<file path="config.mk">
export PLATFORM = sky130hd
export DESIGN_NAME = adc_two_wire_serial_reader_core
export DESIGN_NICKNAME = d
export VERILOG_FILES = /design/src/rtl/adctw_pkg.sv /design/src/rtl/adctw_step.sv /design/src/rtl/adc_two_wire_serial_reader_core.sv
export SDC_FILE = /design/constraint.sdc
export NUM_CORES = 1
export LEC_CHECK = 0
export BUFFER_PORTS_ARGS = -buffer_cell sky130_fd_sc_hd__clkbuf_2
export CAP_MARGIN = 10
export CORE_ASPECT_RATIO = 0.5
export CORE_UTILIZATION = 35
export DETAILED_ROUTE_END_ITERATION = 6
export GPL_TIMING_DRIVEN = 0
export PLACE_DENSITY = 0.6
export SYNTH_ARGS = -nofsm -noshare
export SYNTH_HDL_FRONTEND = slang
export SYNTH_HIERARCHICAL = 1
export SYNTH_SLANG_ARGS = --single-unit
</file>
<file path="constraint.sdc">
create_clock -name i_clk -period 12.4 [get_ports i_clk]
set_clock_uncertainty 0.15 [all_clocks]
set_input_delay 1.86 -clock i_clk [delete_from_list [all_inputs] [get_ports i_clk]]
set_output_delay 1.86 -clock i_clk [all_outputs]
set_load 0.005 [all_outputs]
</file>
<file path="src/rtl/adctw_pkg.sv">
`default_nettype none

package adctw_pkg;

    localparam int DATA_BITS_DEF = 24;

    localparam int PULSE_W = 16;
    localparam int MAXRD_W = 32;
    localparam int GAIN_W  = 3;
    localparam int TICK_W  = 32;
    localparam int CFG_W   = 32;
    localparam int CIDX_W  = 2;

    localparam logic [CIDX_W-1:0] CFG_PULSE_TICKS    = 2'd0;
    localparam logic [CIDX_W-1:0] CFG_MAX_READ_TICKS = 2'd1;
    localparam logic [CIDX_W-1:0] CFG_GAIN_PULSES    = 2'd2;

    localparam logic [PULSE_W-1:0] PULSE_RST = 16'd10;
    localparam logic [MAXRD_W-1:0] MAXRD_RST = 32'd20000;
    localparam logic [GAIN_W-1:0]  GAIN_RST  = 3'd1;
    localparam logic [GAIN_W-1:0]  GAIN_MAX  = 3'd4;

    typedef enum logic [1:0] {
        PH_IDLE,
        PH_HIGH,
        PH_LOW
    } t_phase;

    typedef enum logic [1:0] {
        ST_OK,
        ST_NOT_READY,
        ST_TIMEOUT,
        ST_DESYNC
    } t_status;

    typedef struct packed {
        logic [PULSE_W-1:0] pulse_ticks;
        logic [MAXRD_W-1:0] max_read_ticks;
        logic [GAIN_W-1:0]  gain_pulses;
    } t_cfg;

endpackage

`default_nettype wire

</file>
<file path="src/rtl/adctw_step.sv">
`default_nettype none

module adctw_step #(
    parameter int DATA_BITS = adctw_pkg::DATA_BITS_DEF
) (
    input  wire logic                        i_clk,
    input  wire logic                        i_rst_n,
    input  wire logic                        i_adv,
    input  wire logic                        i_start,
    input  wire logic                        i_data,
    input  wire adctw_pkg::t_cfg             i_cfg,
    output logic                             o_clock_level,
    output logic                             o_result_valid,
    output adctw_pkg::t_status               o_status,
    output logic [DATA_BITS-1:0]             o_sample_value,
    output logic [adctw_pkg::TICK_W-1:0]     o_sample_time
);

    localparam int IDX_W = $clog2(DATA_BITS + 5);
    localparam int TW    = adctw_pkg::TICK_W;
    localparam int PW    = adctw_pkg::PULSE_W;
    localparam logic [DATA_BITS-1:0] TOP_CODE = {1'b1, {(DATA_BITS-1){1'b0}}};

    adctw_pkg::t_phase   r_phase, n_phase;
    logic [IDX_W-1:0]    r_idx, n_idx;
    logic [PW-1:0]       r_timer, n_timer;
    logic [DATA_BITS-1:0] r_shift, n_shift;
    logic [TW-1:0]       r_start_time, n_start_time;
    logic [TW-1:0]       r_tick;

    logic [PW-1:0]       eff_pulse;
    logic [adctw_pkg::GAIN_W-1:0] eff_gain;
    logic [PW:0]         timer_inc;
    logic [IDX_W-1:0]    idx_inc;
    logic [TW-1:0]       elapsed;

    always_ff @(posedge i_clk) begin
        if (!i_rst_n) begin
            r_phase      <= adctw_pkg::PH_IDLE;
            r_idx        <= '0;
            r_timer      <= '0;
            r_shift      <= '0;
            r_start_time <= '0;
            r_tick       <= '0;
        end else if (i_adv) begin
            r_phase      <= n_phase;
            r_idx        <= n_idx;
            r_timer      <= n_timer;
            r_shift      <= n_shift;
            r_start_time <= n_start_time;
            r_tick       <= r_tick + 1'b1;
        end
    end

    always_comb begin
        eff_pulse = (i_cfg.pulse_ticks == '0) ? PW'(1) : i_cfg.pulse_ticks;
        if (i_cfg.gain_pulses == '0) begin
            eff_gain = adctw_pkg::GAIN_W'(1);
        end else if (i_cfg.gain_pulses > adctw_pkg::GAIN_MAX) begin
            eff_gain = adctw_pkg::GAIN_MAX;
        end else begin
            eff_gain = i_cfg.gain_pulses;
        end

        n_phase        = r_phase;
        n_idx          = r_idx;
        n_timer        = r_timer;
        n_shift        = r_shift;
        n_start_time   = r_start_time;
        o_clock_level  = 1'b0;
        o_result_valid = 1'b0;
        o_status       = adctw_pkg::ST_OK;
        o_sample_value = '0;
        o_sample_time  = '0;

        // a start while idle either answers not ready or opens the first high phase
        if (r_phase == adctw_pkg::PH_IDLE && i_start) begin
            if (i_data) begin
                o_result_valid = 1'b1;
                o_status       = adctw_pkg::ST_NOT_READY;
                o_sample_time  = r_tick;
            end else begin
                n_start_time = r_tick;
                n_idx        = '0;
                n_shift      = '0;
                n_timer      = '0;
                n_phase      = adctw_pkg::PH_HIGH;
            end
        end

        timer_inc = {1'b0, n_timer} + 1'b1;
        idx_inc   = n_idx + 1'b1;
        elapsed   = r_tick - n_start_time;

        unique case (n_phase)
            adctw_pkg::PH_IDLE: begin
            end
            adctw_pkg::PH_HIGH: begin
                o_clock_level = 1'b1;
                if (timer_inc >= {1'b0, eff_pulse}) begin
                    n_phase = adctw_pkg::PH_LOW;
                    n_timer = '0;
                end else begin
                    n_timer = timer_inc[PW-1:0];
                end
            end
            adctw_pkg::PH_LOW: begin
                if (timer_inc >= {1'b0, eff_pulse}) begin
                    n_timer = '0;
                    // shift MSB first on the last tick of each of the first DATA_BITS low phases
                    if (n_idx < IDX_W'(DATA_BITS)) begin
                        n_shift = {n_shift[DATA_BITS-2:0], i_data};
                    end
                    if (idx_inc >= IDX_W'(DATA_BITS) + IDX_W'(eff_gain)) begin
                        o_result_valid = 1'b1;
                        o_sample_time  = n_start_time;
                        // timeout check wins over desync
                        if (elapsed > i_cfg.max_read_ticks) begin
                            o_status = adctw_pkg::ST_TIMEOUT;
                        end else if (!i_data || n_shift == TOP_CODE) begin
                            o_status = adctw_pkg::ST_DESYNC;
                        end else begin
                            o_status       = adctw_pkg::ST_OK;
                            o_sample_value = n_shift;
                        end
                        n_phase = adctw_pkg::PH_IDLE;
                        n_idx   = '0;
                    end else begin
                        n_phase = adctw_pkg::PH_HIGH;
                        n_idx   = idx_inc;
                    end
                end else begin
                    n_timer = timer_inc[PW-1:0];
                end
            end
            default: begin
                n_phase = adctw_pkg::PH_IDLE;
            end
        endcase
    end

endmodule

`default_nettype wire

</file>
<file path="src/rtl/adc_two_wire_serial_reader_core.sv">
`default_nettype none

// An accepted input word passes the input register and the result register to the master side.
// One input and one result word per cycle unless stalled; every input word gives one result.
// The input register and the result register each stall only while the next stage is full.
// Reset (synchronous, active low) empties both stages, clears the tick counter and read state,
// and loads the configuration registers with their default values.
module adc_two_wire_serial_reader_core #(
    parameter int DATA_BITS = adctw_pkg::DATA_BITS_DEF
) (
    input  wire logic                           i_clk,
    input  wire logic                           i_rst_n,
    // slave side
    input  wire logic                           i_s_tvalid,
    output logic                                o_s_tready,
    input  wire logic [7:0]                     i_s_tdata,  // [0] data_level
    input  wire logic                           i_s_tuser,  // [0] start_read
    // master side
    output logic                                o_m_tvalid,
    input  wire logic                           i_m_tready,
    // [0] clock_level, [DATA_BITS:1] sample_value, [DATA_BITS+32:DATA_BITS+1] sample_time
    output logic [((DATA_BITS+40)/8)*8-1:0]     o_m_tdata,
    output logic [2:0]                          o_m_tuser,  // [0] result_valid, [2:1] status
    // configuration
    input  wire logic                           i_cfg_we,
    input  wire logic [adctw_pkg::CIDX_W-1:0]   i_cfg_index,
    input  wire logic [adctw_pkg::CFG_W-1:0]    i_cfg_data
);

    localparam int OUT_BITS = 1 + DATA_BITS + adctw_pkg::TICK_W;
    localparam int TDATA_W  = ((DATA_BITS + 40) / 8) * 8;

    adctw_pkg::t_cfg r_cfg;

    logic r_in_valid;
    logic r_in_start;
    logic r_in_data;
    logic r_out_valid;
    logic [OUT_BITS-1:0] r_out_data;
    logic [2:0]          r_out_user;

    logic out_ready;
    logic adv;

    logic                          step_clk;
    logic                          step_valid;
    adctw_pkg::t_status            step_status;
    logic [DATA_BITS-1:0]          step_value;
    logic [adctw_pkg::TICK_W-1:0]  step_time;

    always_ff @(posedge i_clk) begin
        if (!i_rst_n) begin
            r_cfg.pulse_ticks    <= adctw_pkg::PULSE_RST;
            r_cfg.max_read_ticks <= adctw_pkg::MAXRD_RST;
            r_cfg.gain_pulses    <= adctw_pkg::GAIN_RST;
        end else if (i_cfg_we) begin
            case (i_cfg_index)
                adctw_pkg::CFG_PULSE_TICKS:
                    r_cfg.pulse_ticks <= i_cfg_data[adctw_pkg::PULSE_W-1:0];
                adctw_pkg::CFG_MAX_READ_TICKS:
                    r_cfg.max_read_ticks <= i_cfg_data[adctw_pkg::MAXRD_W-1:0];
                adctw_pkg::CFG_GAIN_PULSES:
                    r_cfg.gain_pulses <= i_cfg_data[adctw_pkg::GAIN_W-1:0];
                default: begin
                end
            endcase
        end
    end

    assign out_ready  = !r_out_valid || i_m_tready;
    assign adv        = r_in_valid && out_ready;
    assign o_s_tready = !r_in_valid || out_ready;

    always_ff @(posedge i_clk) begin
        if (!i_rst_n) begin
            r_in_valid <= 1'b0;
        end else if (o_s_tready) begin
            r_in_valid <= i_s_tvalid;
        end
    end

    // hold the input word while the result register is full and the master side is not ready
    always_ff @(posedge i_clk) begin
        if (o_s_tready && i_s_tvalid) begin
            r_in_start <= i_s_tuser;
            r_in_data  <= i_s_tdata[0];
        end
    end

    adctw_step #(
        .DATA_BITS(DATA_BITS)
    ) u_step (
        .i_clk          (i_clk),
        .i_rst_n        (i_rst_n),
        .i_adv          (adv),
        .i_start        (r_in_start),
        .i_data         (r_in_data),
        .i_cfg          (r_cfg),
        .o_clock_level  (step_clk),
        .o_result_valid (step_valid),
        .o_status       (step_status),
        .o_sample_value (step_value),
        .o_sample_time  (step_time)
    );

    always_ff @(posedge i_clk) begin
        if (!i_rst_n) begin
            r_out_valid <= 1'b0;
        end else if (out_ready) begin
            r_out_valid <= r_in_valid;
        end
    end

    always_ff @(posedge i_clk) begin
        if (adv) begin
            r_out_data <= {step_time, step_value, step_clk};
            r_out_user <= {step_status, step_valid};
        end
    end

    assign o_m_tvalid = r_out_valid;
    assign o_m_tdata  = TDATA_W'(r_out_data);
    assign o_m_tuser  = r_out_user;

endmodule

`default_nettype wire
</file>
# [After elaboration in Yosys (flattened, before gate mapping)]
# Index checks and enable logic that the tools add are counted.
[classes] n_reduce_logical=19 order_cmp=5 mux=45 addsub=5 n_bitwise=3 eq_ne=5
[op_table] cell="32-bit two-way mux" n=7
[op_table] cell="24-bit two-way mux" n=7
[op_table] cell="16-bit two-way mux" n=5
[op_table] cell="32-bit by 1-bit adder with 32-bit output, second input constant" n=1
[op_table] cell="32-bit > comparator" n=1
[op_table] cell="32-bit subtractor" n=1
[op_table] cell="5-bit two-way mux" n=5
[op_table] cell="24-bit equality test, second input constant" n=1
[op_table] cell="2-bit two-way mux" n=10
[op_table] cell="16-bit by 1-bit adder with 17-bit output, second input constant" n=1
[op_table] cell="17-bit by 16-bit greater-or-equal comparator with 1-bit output" n=1
[op_table] cell="16-bit logical NOT" n=1
[op_table] cell="1-bit two-way mux" n=8
[op_table] cell="2-bit logical NOT" n=3
[op_table] cell="3-bit two-way mux" n=2
[op_table] cell="2-bit case mux with 3 select lines" n=1
[op_table] cell="2-bit AND reduction" n=3
[op_table] cell="4-bit by 4-bit adder with 5-bit output, first input constant" n=1
[op_table] cell="5-bit by 1-bit adder with 5-bit output, second input constant" n=1
[op_table] cell="5-bit greater-or-equal comparator" n=1
[op_table] cell="5-bit < comparator, second input constant" n=1
[op_table] cell="5-bit OR reduction" n=1
[op_table] cell="2-bit by 1-bit equality test with 1-bit output, second input constant" n=2
[op_table] cell="2-bit equality test, second input constant" n=2
[op_table] cell="other kinds (7)" n=15
[totals] output_inout_bits=69 in_bits=48 ff_bits=226

# [Depth between registers and ports, before layout]
# Gate-level depths: netlist of run 1.
[logic_depth] depth_word=14 ltp_mapped=32

# [Cells and area by module]
# Netlist of run 1, hierarchy kept.
[modules_own_cells] module="adctw_step" area_per_inst_um2=8693.3 cells_each=1146 n_inst=1 seq_area_each_um2=2222.1
[modules_own_cells] module="adc_two_wire_serial_reader_core" area_per_inst_um2=4078.9 cells_each=293 n_inst=1 seq_area_each_um2=2922.8

# [Worst setup path after synthesis of run 1]
# OpenSTA, ideal clock, no wires.
[synth_path] path_kind="input-to-reg" start="input i_m_tready" end="register u_step.r_tick[27]" n_path_buf=0 t_arrival_ns=6.798 setup_slack_ns=5.382 path_stages=10 path_cell_list="nor2b_1 -> nor2b_1 -> nand4_1 -> nor2_1 -> and3_1 -> nor2b_1 -> nor2b_1 -> nand4_1 -> or3_1 -> a21oi_1"
[synth_between] elab_chain_len=2
[synth_lines] item="start, declared" line="adc_two_wire_serial_reader_core.sv:20" text="input wire logic i_m_tready,"
[synth_lines] item="1-bit logical OR" line="adc_two_wire_serial_reader_core.sv:70" text="assign out_ready = !r_out_valid || i_m_tready;"
[synth_lines] item="1-bit logical AND" line="adc_two_wire_serial_reader_core.sv:71" text="assign adv = r_in_valid && out_ready;"
[synth_lines] item="net adv" line="adc_two_wire_serial_reader_core.sv:43" text="logic adv;"
[synth_lines] item="end signal, assigned" line="adctw_step.sv:51" text="r_tick <= r_tick + 1'b1;"
[synth_lines] item="end, declared" line="adctw_step.sv:29" text="logic [TW-1:0] r_tick;"
# The timed path passes the listed nets, and every way through them passes these cells.
# A chain may end at the register's enable or synchronous reset.

# [Worst setup path after layout of run 1]
[layout_path] start="register r_in_data" end="register r_out_data[4], data pin"
[layout_between] elab_chain_len=9 word_cells_on_any_way=28 cone_classes="3 x add/sub; 4 x order compare; 2 x eq/ne; 13 x mux; 3 x bitwise; 3 x reduce/logical"
[layout_lines] item="start, declared" line="adc_two_wire_serial_reader_core.sv:37" text="logic r_in_data;"
[layout_lines] item="start signal, assigned" line="adc_two_wire_serial_reader_core.sv:86" text="r_in_data <= i_s_tdata[0];"
[layout_lines] item="branches (longest 9 deep; another with 32-bit subtractor)"
[layout_lines] item="end signal, assigned" line="adc_two_wire_serial_reader_core.sv:116" text="r_out_data <= {step_time, step_value, step_clk};"
[layout_lines] item="end, declared" line="adc_two_wire_serial_reader_core.sv:39" text="logic [OUT_BITS-1:0] r_out_data;"
# Parallel ways; which one is timed is not known. The select of a mux whose other input is x is not followed.

==> out/results.ini, run 1 <==
[status]
status = completed

[sta]
tightest_slew_ps = 1310
tns_ps = 0
post-route-period-util_pct = 63.9
fmax_mhz = 126
rsz0062_at_grt = false
relSlewSlack_pct = 12.1
drv_slew = 0
fin_ws_ps = 4480
hold_viol = 0
setup_viol = 0
post-route-min-period_ps = 7920

[clocking]
clock_sinks = 226
worstSkewPairLatency_ps = 540
root_buffer = clkbuf_16
post_cts.repair.setup_buffers = 0
tritoncts = done
cts_buffers = 24
cts_resized = 0
clk_pin_slew_ps = 60
cts_hold_buf = 0
clockBufferDepth = 3
cts_max_level = 1

[route]
routedWlPerCell_um = 16.7
dr.pass1.iters = 5
drc = 0
via_per_inst = 5.20
wirelength_um = 34600
antenna_left = 0
drtIter0Drc = 856
vias = 10800

[worst_setup_path]
r2r-start = r_in_data
crit_type = register to register
critPathArrivalTime_ps = 8130
cp.buffers_inverters = 3
worstSetupEndpointType = register
rr_endpoint = r_out_data[4]
cp_max_fo = 10
reg2reg_depth = 27
critPathLaunchType = register
slowest_stage = buf_1
critPathTopFamily = compound AO/OA/AOI/OAI gates
max_stage_delay_ps = 690
rrSetupSlack_ps = 4480
crit_required_ps = 12610
crit_end = r_out_data[4]
worst-path-stages = 27
critPathLaunch = r_in_data
cpMostUsedCell = a21oi_1

[yosys]
netlist.area_leader.share_pct = 25.7
synth_area_per_cell_um2 = 8.88
async_reset_ff_share_pct = 0
synth_warnings = 6
synth_area_leaders = dfxtp_1 26%, edfxtp_1 15%, ha_1 8.2%
synth.distinct_cells = 78
syn_area_mm2 = 0.0128
synth_ff_type = dfxtp_1
synth_cells = 1439
synth-seq-area-share_pct = 40.3
synth_edf_count = 62
yosysTopAreaCell = dfxtp_1
ys_seq_elements = 226

[layout]
area_growth_pct = 16.1
antenna_cells = 0
drive_above_1_share_pct = 12.7
layout.nets = 1707

[floorplanning]
die_w_um = 272
die_y_um = 137
die_area_mm2 = 0.0373
rows = 49
core_mm2 = 0.0359
ioPinCount = 117
start_util_pct = 35.6

[power_and_ir_drop]
peakVddDrop_v = 0.0000816
powerDensity_mw_per_mm2 = 124
p_leak_uw = 0.00597

[placement]
dp_hpwl_um = 26200
gp_congestion = 0.870
place_ws_ps = 4630
io_buffers = 102

[hold_path]
hold_class = register to register

[flow_run]
cap_viol_max_count = 0

[global_routing]
grtUsageTotal_pct = 18.4
grt_max_degree = 25
first_global_vias = 9812
overflow = 0
antenna_found_initial = 0
grt_pass1_wl_um = 54500

[per-stage QoR]
step / instance area (um^2) / std cells / utilization, % / hold slack (ps) / total power [uW]
6_report: 14800 / 2077 / 41.3 / 305 / 1840
5_1_grt: 14800 / 2077 / 41.3 / 317 / 1910
4_1_cts: 14800 / 2077 / 41.3 / 309 / 1850
3_5_place_dp: 14000 / 2033 / 38.9 / 296 / 1060
3_3_place_gp: 13900 / 2031 / 38.7 / 294 / 1060
2_1_floorplan: 12800 / 1445 / - / 285 / 978
[sequential cells by signal, summed over array words and instances, names as in the netlist]
| name | flops |
|---|---|
| o_m_tuser | 3 |
| o_m_tvalid | 1 |
| r_cfg | 51 |
| r_in_data | 1 |
| r_in_start | 1 |
| r_in_valid | 1 |
| r_out_data | 57 |
| u_step/r_idx | 5 |
| u_step/r_phase | 2 |
| u_step/r_shift | 24 |
| u_step/r_start_time | 32 |
| u_step/r_tick | 32 |
| u_step/r_timer | 16 |
[worst min-delay path, delay by kind of cell (launching register included)]
kind / cells / cell delay (ps)
flops: 1 / 310
simple gates: 1 / 50
mux: 1 / 50
[cell usage after synthesis (3+ instances only)]
library cell,n
a211oi_1,28
nor2b_1,16
buf_4,9
edfxtp_1,62
a31oi_1,4
xor2_1,38
nor3_1,13
o31ai_1,4
a21oi_1,91
nand4b_1,5
nand4_1,23
a211o_1,3
o21ai_1,4
or3_1,12
inv_1,76
and2_1,8
o211ai_1,10
nor4_1,11
xnor2_1,28
buf_1,3
nand3_1,51
ha_1,84
or4_1,3
clkbuf_1,51
o21ai_0,63
buf_6,8
a22oi_1,16
nand2_1,205
nand2b_1,20
mux2i_1,67
a22o_1,25
dfxtp_1,164
nand3b_1,4
a221oi_1,3
a21o_1,41
and3_1,16
nor2_1,103
buf_2,16
[final cells by class]
cell class	instances	area (um^2)
buffer	88	460
clock buffer	29	683
clock inverter	15	185
fill	3632	21100
inverter	76	285
multi-input combinational	1055	6910
sequential	226	5140
tap	484	606
timing repair buffer	104	558
[per-layer routing]
layer | part of all wire (%) | wire [um] | global-route usage [%]
met2 | 42 | 14500 | 27.8
met5 | 0 | 0 | 0
met3 | 4.9 | 1680 | 2.28
met1 | 52 | 18000 | 27.9
met4 | 1.3 | 464 | 3.40
[logic make-up after synthesis]
kind of cell	after synthesis	synth area share, %
xor gates and xnor gates	66	4.53
AOI/OAI and AO/OA	324	16.8
other	1	0.0294
DFF	226	40.3
buffers and inverters	164	5.84
adders and majority gates	85	8.31
and+or+nand+nor	506	19.0
muxes	67	5.25
[how the worst min path moves through the flow]
stage                end  slack [ps]       from  cells after the start
2_1_floorplan  r_cfg[10]         280  r_cfg[10]                      2
3_3_place_gp    r_cfg[5]         290   r_cfg[5]                      2
3_5_place_dp   r_cfg[15]         300  r_cfg[15]                      2
4_1_cts        r_cfg[32]         310  r_cfg[32]                      2
5_1_grt        r_cfg[32]         320  r_cfg[32]                      2
6_report       r_cfg[22]         310  r_cfg[22]                      2
[placed cells by master, fill, tap and decap left out, types with 4 or more instances in the layout]
cell type,instances
ha_1,84
a22oi_1,16
o21ai_0,63
a21oi_1,91
or3_1,12
nor3_1,13
a21o_1,41
conb_1,7
and3_1,16
bufinv_16,4
buf_2,16
nor2b_1,15
nand2b_1,20
nand2_1,205
inv_1,76
xnor2_1,28
o31ai_1,4
buf_4,9
xor2_1,38
a31oi_1,4
mux2i_1,67
buf_6,8
a211oi_1,28
clkbuf_2,102
clkbuf_1,53
clkinv_2,7
nand3_1,51
nor2_1,103
o21ai_1,4
nand3b_1,4
nor4_1,11
and2_1,8
clkbuf_16,27
nand4_1,23
edfxtp_1,62
a22o_1,25
o211ai_1,10
nand4b_1,5
dfxtp_1,164
[where the power goes]
part	internal [uW]	switching, uW	leakage [uW]
Clock	478	312	0.000427
Sequential	780	12.6	0.00188
Combinational	103	151	0.00366
Total	1360	476	0.00597
Note: power is estimated with default switching activity, not from simulation.
==> run 2: changes to the inputs <==
--- a/config.mk
+++ b/config.mk
@@ -11,7 +11,7 @@
 export CORE_UTILIZATION = 35
 export DETAILED_ROUTE_END_ITERATION = 6
 export GPL_TIMING_DRIVEN = 0
-export PLACE_DENSITY = 0.6
+export PLACE_DENSITY = 0.62
 export SYNTH_ARGS = -nofsm -noshare
 export SYNTH_HDL_FRONTEND = slang
 export SYNTH_HIERARCHICAL = 1
==> constraint.sdc (replaced) <==
create_clock -name i_clk -period 6.8 [get_ports i_clk]
set_clock_uncertainty 0.15 [all_clocks]
set_input_delay 1.02 -clock i_clk [delete_from_list [all_inputs] [get_ports i_clk]]
set_output_delay 1.02 -clock i_clk [all_outputs]
set_load 0.005 [all_outputs]
==> run 2 against run 1 <==
Against the previous run: global-route usage fell by 0.60 points; cell count is essentially flat; cell area decreased by 0.33%; critical path type unchanged; non-clock buffer count increased by 4; critical path depth rose by 3; fmax grew 22%; flip-flop and latch count is the same; setup slack got worse by 4200 ps; utilization fell by 0.14 points.
==> out/results.ini, run 2 (synthesized netlist as in run 1, its figures left out) <==
[status]
status = completed

[global_routing]
overflow = 0
met3_usage_pct = 2.58
grt_pass1_wl_um = 53200
grt_util_met1_pct = 24.6
first_global_vias = 9882
antenna_found_initial = 0
grt_max_degree = 34
grtUsageTotal_pct = 17.8
globalRoute.busiestLayer = met2
use_met2_pct = 29.5

[clocking]
cts_hold_buf = 0
worstSkewPairLatency_ps = 550
clk_pin_slew_ps = 70
tritoncts = done
root_buffer = clkbuf_16
cts_max_level = 1
cts_buffers = 23
clock_sinks = 226
clockBufferDepth = 3

[worst_setup_path]
critPathArrivalTime_ps = 6680
worstSetupEndpointType = register
crit_required_ps = 7000
cp_max_fo = 10
critPathLaunchType = register
cpMostUsedCell = a21oi_1
slowest_stage = or4b_4
crit_type = register to register
max_stage_delay_ps = 520

[floorplanning]
start_util_pct = 35.6
die_area_mm2 = 0.0373
ioPinCount = 117
die_y_um = 137
die_w_um = 272
core_mm2 = 0.0359
rows = 49

[layout]
finalCoreUtilization_pct = 41.2
drive_above_1_share_pct = 13.4
layoutNonFillerInstCount = 2079
area_growth_pct = 15.8
max_flop_register = r_out_data
antenna_cells = 0
top_regs = r_out_data: 57 flops, r_cfg: 51 flops
layout.nets = 1710
largest_reg_flops = 57
final_cell_mix = 205 x nand2_1, 164 x dfxtp_1, 103 x clkbuf_2
final_common_cell = nand2_1
n_fill_cell = 3604

[route]
dr.pass1.iters = 5
antenna_left = 0
routedWlPerCell_um = 16.2
wirelength_um = 33700
drtIter0Drc = 754
vias = 10700
via_per_inst = 5.13
drc = 0

[power_and_ir_drop]
peakVddDrop_v = 0.000155
power.total_uw = 3160
powerDensity_mw_per_mm2 = 214
p_leak_uw = 0.00595

[hold_path]
hold_class = register to register

[sta]
post-route-period-util_pct = 95.2
setup_viol = 0
tightest_slew_ps = 1170
fmax_mhz = 154
hold_viol = 0
relSlewSlack_pct = 21.7
fin_ws_ps = 324
tns_ps = 0
drv_slew = 0
post-route-min-period_ps = 6480

[placement]
place_ws_ps = -986
gp_congestion = 0.862
dp_hpwl_um = 25100
io_buffers = 102
dp_cells = 2033

[flow_run]
cap_viol_max_count = 0

[run 2: cell types whose count changed in the layout (fill, tap and decap cells not counted), sizes merged]
cell,change
inv,+2
clkinvlp,-1
clkbuf,-1
buf,+3
clkinv,+2
bufinv,-3
[run 2: path summary, 6_finish.rpt]
kind | slack, ps | start | cells after the start | to
max | 320 | r_in_data | 30 | r_out_data[3]
min | 310 | r_cfg[33] | 2 | r_cfg[33]
max reg2reg | 320 | r_in_data | 30 | r_out_data[3]
min reg2reg | 310 | r_cfg[33] | 2 | r_cfg[33]
[run 2: through the flow]
stage          cell area [um^2]  hold WS (ps)
3_3_place_gp              13900           295
2_1_floorplan             12800           285
6_report                  14800           307
5_1_grt                   14800           320
4_1_cts                   14700           309
3_5_place_dp              14000           299
[run 2: critical path, delay by kind of cell (launching register included)]
kind            cells  cell delay, ps
flops               1             490
simple gates        5             940
xor+xnor            1             200
buf+inv             6            1000
compound gates     16            3010
fa+ha+maj           2             500
[run 2: final cells by class]
cell class	count	area, um^2	share of cell area, %
tap	484	606	4.10
sequential	226	5140	34.8
clock inverter	15	135	0.914
clock buffer	27	601	4.06
inverter	76	285	1.93
buffer	88	489	3.31
timing repair buffer	108	581	3.93
multi-input combinational	1055	6940	47.0
[run 2: report_power, final]
group | total, uW | switching [uW] | internal [uW]
clock network | 1260 | 580 | 684
logic | 455 | 265 | 190
registers | 1440 | 21.5 | 1420
total | 3160 | 867 | 2300
[run 2: timing repair]
action,CTS,global route
endpoints found under the setup margin,26,26
setup buffers,3,1
resized for setup,8,21
hold endpoints to repair,0,0
pin swaps,1,1
[run 2: per-layer routing]
layer | part of all wire [%] | wire (um) | vias to the layer above
met5 | 0 | 0 | -
met3 | 4.4 | 1480 | 38
met1 | 49 | 16300 | 5016
li1 | - | - | 5374
met2 | 45 | 15200 | 232
met4 | 1.8 | 597 | 0
==> run 3: changes to the inputs <==
--- a/config.mk
+++ b/config.mk
@@ -9,6 +9,7 @@
 export CAP_MARGIN = 10
 export CORE_ASPECT_RATIO = 0.5
 export CORE_UTILIZATION = 35
+export CTS_BUF_LIST = sky130_fd_sc_hd__clkbuf_2 sky130_fd_sc_hd__clkbuf_4 sky130_fd_sc_hd__clkbuf_8
 export DETAILED_ROUTE_END_ITERATION = 6
 export GPL_TIMING_DRIVEN = 0
 export PLACE_DENSITY = 0.62
==> run 3 against run 2 <==
Against the previous run: sequential share of layout area decreased by 0.33 points; first-iteration DRC count is 7.0% lower; critical path depth stayed put; sequential power is essentially flat; utilization up 0.39 points; combinational power hardly changed; routed wire length grew 1.4%; hold slack got worse by 0.67 ps; highest routed layer unchanged.
==> out/results.ini, run 3 (synthesized netlist as in run 1, its figures left out) <==
[sta]
drv_slew = 0
hold_viol = 0
tightest_slew_ps = 1180
tns_ps = 0
post-route-period-util_pct = 95.5
fmax_mhz = 154
relSlewSlack_pct = 20.7
post-route-min-period_ps = 6500
setup_viol = 0

[placement]
dp_cells = 2033
gp_congestion = 0.862
postPlaceCellArea_mm2 = 0.0140
dp_hpwl_um = 25100
io_buffers = 102

[global_routing]
grt_max_degree = 34
grt_pass1_wl_um = 53600
overflow = 0
antenna_found_initial = 0
first_global_vias = 9999
grtUsageTotal_pct = 18.0

[route]
drtIter0Drc = 701
vias = 10800
dr.pass1.iters = 6
via_per_inst = 5.15
routedWlPerCell_um = 16.2
antenna_left = 0
wirelength_um = 34100
drc = 0

[layout]
final_common_cell = nand2_1
drive_above_1_share_pct = 14.6
stdcell_area_mm2 = 0.0149
area_growth_pct = 16.9
final_cell_mix = 205 x nand2_1, 164 x dfxtp_1, 103 x clkbuf_2
top_regs = r_out_data: 57 flops, r_cfg: 51 flops
max_flop_register = r_out_data
antenna_cells = 0
layout.nets = 1724
largest_reg_flops = 57
layoutNonFillerInstCount = 2104

[floorplanning]
start_util_pct = 35.6
die_w_um = 272
die_y_um = 137
ioPinCount = 117
core_mm2 = 0.0359
rows = 49
die_area_mm2 = 0.0373

[power_and_ir_drop]
p_leak_uw = 0.00604
powerDensity_mw_per_mm2 = 224
internal_power_uw = 2460
power_frac_comb_pct = 13.7
peakVddDrop_v = 0.000117
seq_power_share_pct = 43.3
switching_power_uw = 879
power.share.switching_pct = 26.3
p_clk_share_pct = 43.1

[worst_setup_path]
crit_type = register to register
slowest_stage = or4b_4
cp_max_fo = 10
critPathLaunchType = register
max_stage_delay_ps = 520
crit_required_ps = 7030
critPathArrivalTime_ps = 6730
cpMostUsedCell = a21oi_1
worstSetupEndpointType = register

[clocking]
cts_max_level = 2
cts_buffers = 37
clockBufferDepth = 3
root_buffer = clkbuf_8
worstSkewPairLatency_ps = 580
tritoncts = done
clk_pin_slew_ps = 70
clock_sinks = 226

[status]
status = completed

[flow_run]
cap_viol_max_count = 0

[hold_path]
hold_class = register to register

[run 3: cell count changes in the layout (fill, tap and decap cells not counted), sizes merged]
cell      change
clkinvlp      +1
clkinv        +2
bufinv        +6
inv           -3
clkbuf       +19
[run 3: final cells by class]
class,count,area [um^2]
fill,3608,21000
buffer,88,489
multi-input combinational,1055,6940
timing repair buffer,108,581
clock inverter,21,280
clock buffer,46,596
tap,484,606
sequential,226,5140
inverter,76,285
[run 3: repair_timing]
item / in CTS / in global routing
pin swaps: 1 / 1
resized for setup: 8 / 21
setup buffers: 3 / 1
gates cloned: 0 / 0
hold buffers: 0 / 0
setup endpoints to repair: 26 / 26
[run 3: power groups by stage]
stage	sequential, uW	combinational [uW]	clock, uW
6_report	1440	457	1440
5_1_grt	1450	508	1530
4_1_cts	1440	453	1470
3_5_place_dp	1470	447	0
3_3_place_gp	1480	440	0
2_1_floorplan	1470	311	0
[run 3: stage by stage]
stage	hold WS (ps)	util, %	power [uW]	worst slack [ps]
floorplan	285	-	1780	622
global placement	295	38.7	1920	-2090
detailed placement	299	38.9	1920	-986
CTS	309	41.4	3370	4.56
global route	321	41.5	3480	-8.73
finish	306	41.5	3340	304
[run 3: layer usage]
metal	up-vias	track usage, %	share of wire, %
li1	5390	-	-
met1	5174	24.7	49
met2	236	29.4	45
met3	45	2.95	4.7
met4	0	4.53	1.7
met5	-	0	0
[run 3: worst max-delay path: cells and delay by family, from the launching register on]
family / cells / cell delay [ps]
AOI/OAI and AO/OA: 16 / 3020
xor gates and xnor gates: 1 / 210
DFF: 1 / 500
adders and majority gates: 2 / 500
buffers and inverters: 6 / 990
and+or+nand+nor: 5 / 940
[run 3: path summary, 6_finish.rpt]
path	slack [ps]	cells after the start	end	from
max	300	30	r_out_data[2]	r_in_data
min	310	2	r_cfg[33]	r_cfg[33]
min reg2reg	310	2	r_cfg[33]	r_cfg[33]
max reg2reg	300	30	r_out_data[2]	r_in_data
